File: src/hw/rtl/rx_buffer_watermark_flow_control_top_assert.svh
// Assertion macros shared by the receive buffer RTL.
`ifndef RX_BUFFER_WATERMARK_FLOW_CONTROL_TOP_ASSERT_SVH
`define RX_BUFFER_WATERMARK_FLOW_CONTROL_TOP_ASSERT_SVH

`ifndef SYNTHESIS
// Property checked on every clock edge.
`define RXWM_ASSERT(lbl, prop) \
  lbl: assert property (@(posedge clk_i) disable iff (!rst_ni) (prop)) \
    else $error("assertion failed");
// Antecedent this cycle, consequent in the next cycle.
`define RXWM_ASSERT_NEXT(lbl, ante, cons) \
  lbl: assert property (@(posedge clk_i) disable iff (!rst_ni) (ante) |=> (cons)) \
    else $error("assertion failed");
`else
`define RXWM_ASSERT(lbl, prop)
`define RXWM_ASSERT_NEXT(lbl, ante, cons)
`endif

`endif

File: src/hw/rtl/rxwm_fifo.sv
// Circular FIFO with count, one write and one registered read per cycle.
`timescale 1ns / 1ps
`include "rx_buffer_watermark_flow_control_top_assert.svh"

module rxwm_fifo #(
  parameter int DEPTH = 16,
  parameter int WIDTH = 32
) (
  input  logic                       clk_i,
  input  logic                       rst_ni,
  input  logic                       push_i,
  input  logic                       pop_i,
  input  logic [WIDTH-1:0]           wdata_i,
  output logic [$clog2(DEPTH+1)-1:0] count_o,
  output logic [WIDTH-1:0]           rdata_o
);

  localparam int CntW = $clog2(DEPTH + 1);
  localparam int PtrW = $clog2(DEPTH);

  logic [WIDTH-1:0] mem [DEPTH];
  logic [PtrW-1:0]  wr_ptr_q, wr_ptr_d;
  logic [PtrW-1:0]  rd_ptr_q, rd_ptr_d;
  logic [CntW-1:0]  count_q, count_d;
  logic [WIDTH-1:0] rdata_q;

  always_comb begin
    wr_ptr_d = wr_ptr_q;
    rd_ptr_d = rd_ptr_q;
    count_d  = count_q;
    if (push_i) begin
      wr_ptr_d = (wr_ptr_q == PtrW'(DEPTH - 1)) ? '0 : wr_ptr_q + 1'b1;
    end
    if (pop_i) begin
      rd_ptr_d = (rd_ptr_q == PtrW'(DEPTH - 1)) ? '0 : rd_ptr_q + 1'b1;
    end
    if (push_i && !pop_i) begin
      count_d = count_q + 1'b1;
    end else if (pop_i && !push_i) begin
      count_d = count_q - 1'b1;
    end
  end

  always_ff @(posedge clk_i or negedge rst_ni) begin
    if (!rst_ni) begin
      wr_ptr_q <= '0;
      rd_ptr_q <= '0;
      count_q  <= '0;
    end else begin
      wr_ptr_q <= wr_ptr_d;
      rd_ptr_q <= rd_ptr_d;
      count_q  <= count_d;
    end
  end

  always_ff @(posedge clk_i) begin
    if (push_i) begin
      mem[wr_ptr_q] <= wdata_i;
    end
  end

  always_ff @(posedge clk_i) begin
    if (pop_i) begin
      rdata_q <= mem[rd_ptr_q];
    end
  end

  assign count_o = count_q;
  assign rdata_o = rdata_q;

  `RXWM_ASSERT(a_count_bound, count_q <= CntW'(DEPTH))
  `RXWM_ASSERT(a_no_push_full, push_i && !pop_i |-> count_q != CntW'(DEPTH))
  `RXWM_ASSERT(a_no_pop_empty, pop_i |-> count_q != '0)
  `RXWM_ASSERT_NEXT(a_push_counts, push_i && !pop_i, count_q == $past(count_q) + 1'b1)

endmodule

File: config.mk
export PLATFORM = sky130hd
export DESIGN_NAME = rxwm_fifo
export DESIGN_NICKNAME = d
export VERILOG_FILES = /design/src/hw/rtl/rxwm_fifo.sv
export VERILOG_INCLUDE_DIRS = /design/src /design/src/hw/rtl
export SDC_FILE = /design/constraint.sdc
export NUM_CORES = 1
export LEC_CHECK = 0
export BUFFER_PORTS_ARGS = -buffer_cell sky130_fd_sc_hd__buf_2
export CORE_MARGIN = 3
export CORE_UTILIZATION = 55
export DETAILED_ROUTE_END_ITERATION = 12
export PLACE_DENSITY = 0.72
export REMOVE_ABC_BUFFERS = 1
export SLEW_MARGIN = 30
export SYNTH_ARGS = -nofsm -noshare
export SYNTH_HDL_FRONTEND = slang
export SYNTH_SLANG_ARGS = --single-unit
File: constraint.sdc
create_clock -name clk_i -period 4.55 [get_ports clk_i]
set_input_delay 0 -clock clk_i [delete_from_list [all_inputs] [get_ports clk_i]]
set_output_delay 0 -clock clk_i [all_outputs]
set_load 0.02 [all_outputs]
## Word level (Yosys, flattened, before mapping)

Memories as Yosys holds them, arrays and structs flattened. A register that Yosys moved wholly into a read port is not among the register bits.
Index checks and enable logic that the tools add are counted.

- Input port bits: 36
- Bits in writable memories: 512
- Output and inout port bits: 37
- Word-level logic and storage cells: 21
- Memories: 1
- Register bits after elaboration: 13

- Add/subtract/negate cells: 4
- Equal/unequal tests: 2
- Reductions and logical operators: 5
- Mux-type cells: 6

Memory list:

| memory | depth | bits a word | read ports | clocked after Yosys merged registers in | wr ports | line | RTL |
|---|---|---|---|---|---|---|---|
| mem | 16 | 32 | 1 | 1 | 1 | rxwm_fifo.sv:21 | `logic [WIDTH-1:0] mem [DEPTH];` |

Operators with widths:

| kind | number |
|---|---|
| $mux 5 | 2 |
| $add 4x1->4 const B | 2 |
| $eq 4x4->1 const B | 2 |
| $mux 4 | 2 |
| $add 5x1->5 const B | 1 |
| $sub 5x1->5 const B | 1 |
| $logic_and 1x1->1 | 2 |
| $logic_not 1->1 | 2 |
| $mux 1 | 2 |
| $reduce_bool 2->1 | 1 |

## Logic depth before layout (Yosys ltp)

- Depth after elaboration: 4
- Gate-level depth with buffers: 8

## Worst setup path before layout

No wires, ideal clock.

- Kind: reg-to-reg
- From: register wr_ptr_q[0]
- To: memory mem[2][0] (enable)
- Path slack: 1.126 ns
- Cell stages (with the launch flop): 5
- Arrival: 2.963 ns
- Clock period less this slack: 3.424 ns
- Data required time: 4.089 ns
- Path through: dfrtp_1 -> inv_1 -> ha_1 -> nand2_1 -> nor3_1

RTL lines:

| element | line | RTL |
|---|---|---|
| from (decl) | rxwm_fifo.sv:22 | `logic [PtrW-1:0] wr_ptr_q, wr_ptr_d;` |
| from (signal assigned) | rxwm_fifo.sv:50 | `wr_ptr_q <= wr_ptr_d;` |
| to (decl) | rxwm_fifo.sv:21 |  |

Straight into the memory's write port.

==> results_dict.tcl <==
set metrics [dict create \
    outcome "completed" \
    io_pins 73 \
    whs_path_depth 3 \
    hp-start "push_i" \
    diodes 0 \
    firstDrtPassIters 5 \
    dp_hpwl_microns 23800 \
    ys_ff_latch 557 \
    synth_cell_type_count 31 \
    peakVddDrop_uv 384 \
    wl_per_cell_microns 26.0 \
    crit_family "flip-flops" \
    post-place-ws_ns 1.66 \
    vias_per_cell 6.06 \
    first_iter_violations 985 \
    timing.critical_path.buf_inv 1 \
    cp_slowest_cell "dfrtp_4" \
    ant_nets 0 \
    max_freq_mhz 349 \
    num_rows 71 \
    max-cap-violations 0 \
    worstMarginPinSlew_ns 0.940 \
    seq_area_frac_synth 0.776 \
    relSlewSlack 0.372 \
    fin_crit_sh 0.630 \
    fin_crit_ns 2.87 \
    critPathArrivalTime_ns 3.19 \
    slew_viol_final 0 \
    utilization 0.647 \
    num-fill-cells 2483 \
    rsz0062_at_grt "no" \
    final_nets 1210 \
    hold_viol 0 \
    syn_to_final_growth_pct 14.8 \
    netlist_instances 1015 \
    syn-cell-area_sq_mm 0.0215 \
    port_buffers 72 \
    ff2ff_setup_slack_ns 1.68 \
    hold_class "input port to register" \
    setup_violations 0 \
    cts_tree "built" \
    end_kind "register" \
    ys_warn_count 0 \
    initial_utilization 0.563 \
    setup_ws_ns 1.68 \
    die_area_sq_mm 0.0414 \
    ctsHtreeMaxLevel 2 \
    grt_max_degree 81 \
    clockRootBuffer "clkbuf_16" \
    grt_pass1_wl_microns 67800 \
    cts_made_buffers 53 \
    gp_congestion 0.740 \
    fin_total_pwr_mw 14.1 \
    holdWs_ns 0.322 \
    insertion_delay_ns 0.58 \
    syn_avg_cell_area_sq_um 21.2 \
    worstSetupPathType "register to register" \
    grt_remaining_overflow 0 \
    vias 10400 \
    clk_pin_slew_worst_paths_ns 0.06 \
    min_to "wr_ptr_q[0]" \
    layout-drive-gt1-share 0.302 \
    reg2reg_from "rd_ptr_q[1]" \
    core_area_sq_mm 0.0381 \
    drt_wl_total_microns 44700 \
    cts.sinks 557 \
    rr_worst_depth 5 \
    startpoint_type "register" \
    dieWidth_microns 204 \
    required_ns 4.87 \
    finalClockSkew_ns 0.0221 \
    dieHeight_microns 204 \
    cts_resized 0 \
    cp_cell_sequence "buf_4 > mux2_2 > o221ai_1 > o21ai_0 > a221o_1" \
    clockBufferDepth 3 \
    grt_pass1_vias 10600 \
    rr_endpoint "rdata_o[7]" \
    critPathMaxFanout 56 \
    power_leakage_nw 8.04 \
    drc_errors 0 \
    power_density_mw_per_mm2 571 \
    grt_antenna_before_repair 1 \
    slowest_delay_ns 0.96 \
    grtUsageTotal 0.223 \
]
## timing repair
item / 4_1_cts / 5_1_grt
hold buffers: 36 / 0
endpoints found under the hold margin: 530 / 0
buffers inserted: 0 / 0
setup endpoints to repair: 0 / 0
## how the worst max path moves through the flow
| stage | start | slack [ns] | to | cells past startpoint |
|---|---|---|---|---|
| global placement | rd_ptr_q[1] | 1.72 | rdata_o[14] | 5 |
| floorplan | rd_ptr_q[0] | -2.32 | rdata_o[10] | 4 |
| detailed placement | rd_ptr_q[1] | 1.66 | rdata_o[7] | 5 |
| global route | rd_ptr_q[1] | 1.47 | rdata_o[7] | 5 |
| CTS | rd_ptr_q[1] | 1.68 | rdata_o[7] | 5 |
| finish | rd_ptr_q[1] | 1.68 | rdata_o[7] | 5 |
## through the flow
stage / cells / setup TNS, ns / instance area [sq um]
2_1_floorplan: 962 / -74.51 / 21100
3_3_place_gp: 1579 / 0 / 22500
5_1_grt: 1718 / 0 / 24600
6_report: 1718 / 0 / 24600
4_1_cts: 1716 / 0 / 24600
3_5_place_dp: 1582 / 0 / 22600
## synthesized netlist by cell type (all sizes together)
cell type  count  area (sq um)
edfxtp       544         16300
mux4          96          2160
mux2          66           743
o21ai         41           205
a221o         32           320
nor2b         32           200
o221ai        32           280
buf           30           244
inv           29           109
clkbuf        23          86.3
nor2          16          60.1
nand2         15          56.3
dfrtp         13           325
clkinv        10          37.5
ha             9           113
nand2b         5          31.3
a21oi          4          20.0
xnor2          4          35.0
nand3          3          15.0
nor3           3          15.0
a21o           2          15.0
xor2           2          17.5
a31oi          1          6.26
fa             1          20.0
mux2i          1          10.0
nand4          1          6.26
## layout make-up
| class | count | area [sq um] | area share |
|---|---|---|---|
| sequential | 557 | 16700 | 0.676 |
| multi-input combinational | 366 | 4450 | 0.181 |
| clock buffer | 68 | 1430 | 0.0582 |
| timing repair buffer | 147 | 1110 | 0.0449 |
| tap | 511 | 639 | 0.0259 |
| clock inverter | 30 | 195 | 0.00792 |
| inverter | 39 | 146 | 0.00594 |
## state kept, by name (all words and copies together) (netlist names)
signal	cells
rd_ptr_q	4
mem	512
rdata_o	32
wr_ptr_q	4
count_o	5
## power breakdown
group          switching (mW)  internal [mW]  total, mW
Clock                    1.79           2.33       4.12
Combinational            1.82           1.42       3.24
Sequential              0.401           6.30       6.70
Total                    4.01           10.0       14.1
## per-layer routing
metal  GRT usage  wire length (microns)
met1       0.328                  19100
met2       0.356                  21600
met3      0.0314                   2890
met4      0.0659                   1140
met5           0                     13
## cells by family after synthesis
group                      synth area share
buffers and inverters                0.0222
AOI/OAI and AO/OA                    0.0395
muxes                                 0.136
xor gates and xnor gates            0.00245
DFF                                   0.776
adders and majority gates           0.00618
and+or+nand+nor                      0.0179
## placed cells by master, fill, tap and decap left out, types with 3 or more instances in the layout
master         instances
nor2_4                14
buf_4                 33
o21ai_1               24
nand2b_1               5
dlygate4sd3_1         36
clkinv_1              23
inv_1                 29
o21ai_0               17
mux2_1                 3
nor3_2                 3
clkbuf_8               3
dfrtp_1                9
edfxtp_1             544
mux2_2                63
nor2b_1               32
clkinv_2              14
mux4_2                96
a21oi_1                4
a221o_1               32
nand3_1                3
clkbuf_1              11
xnor2_1                4
o221ai_1              32
buf_2                 72
buf_16                 3
ha_1                   9
nand2_1               15
clkbuf_16             54
## worst min-delay path, stage by stage
cell           delay, ns
dlygate4sd3_1       0.52
buf_2               0.22
o21ai_0             0.10
No activity file was read; power rests on OpenSTA's default activity.
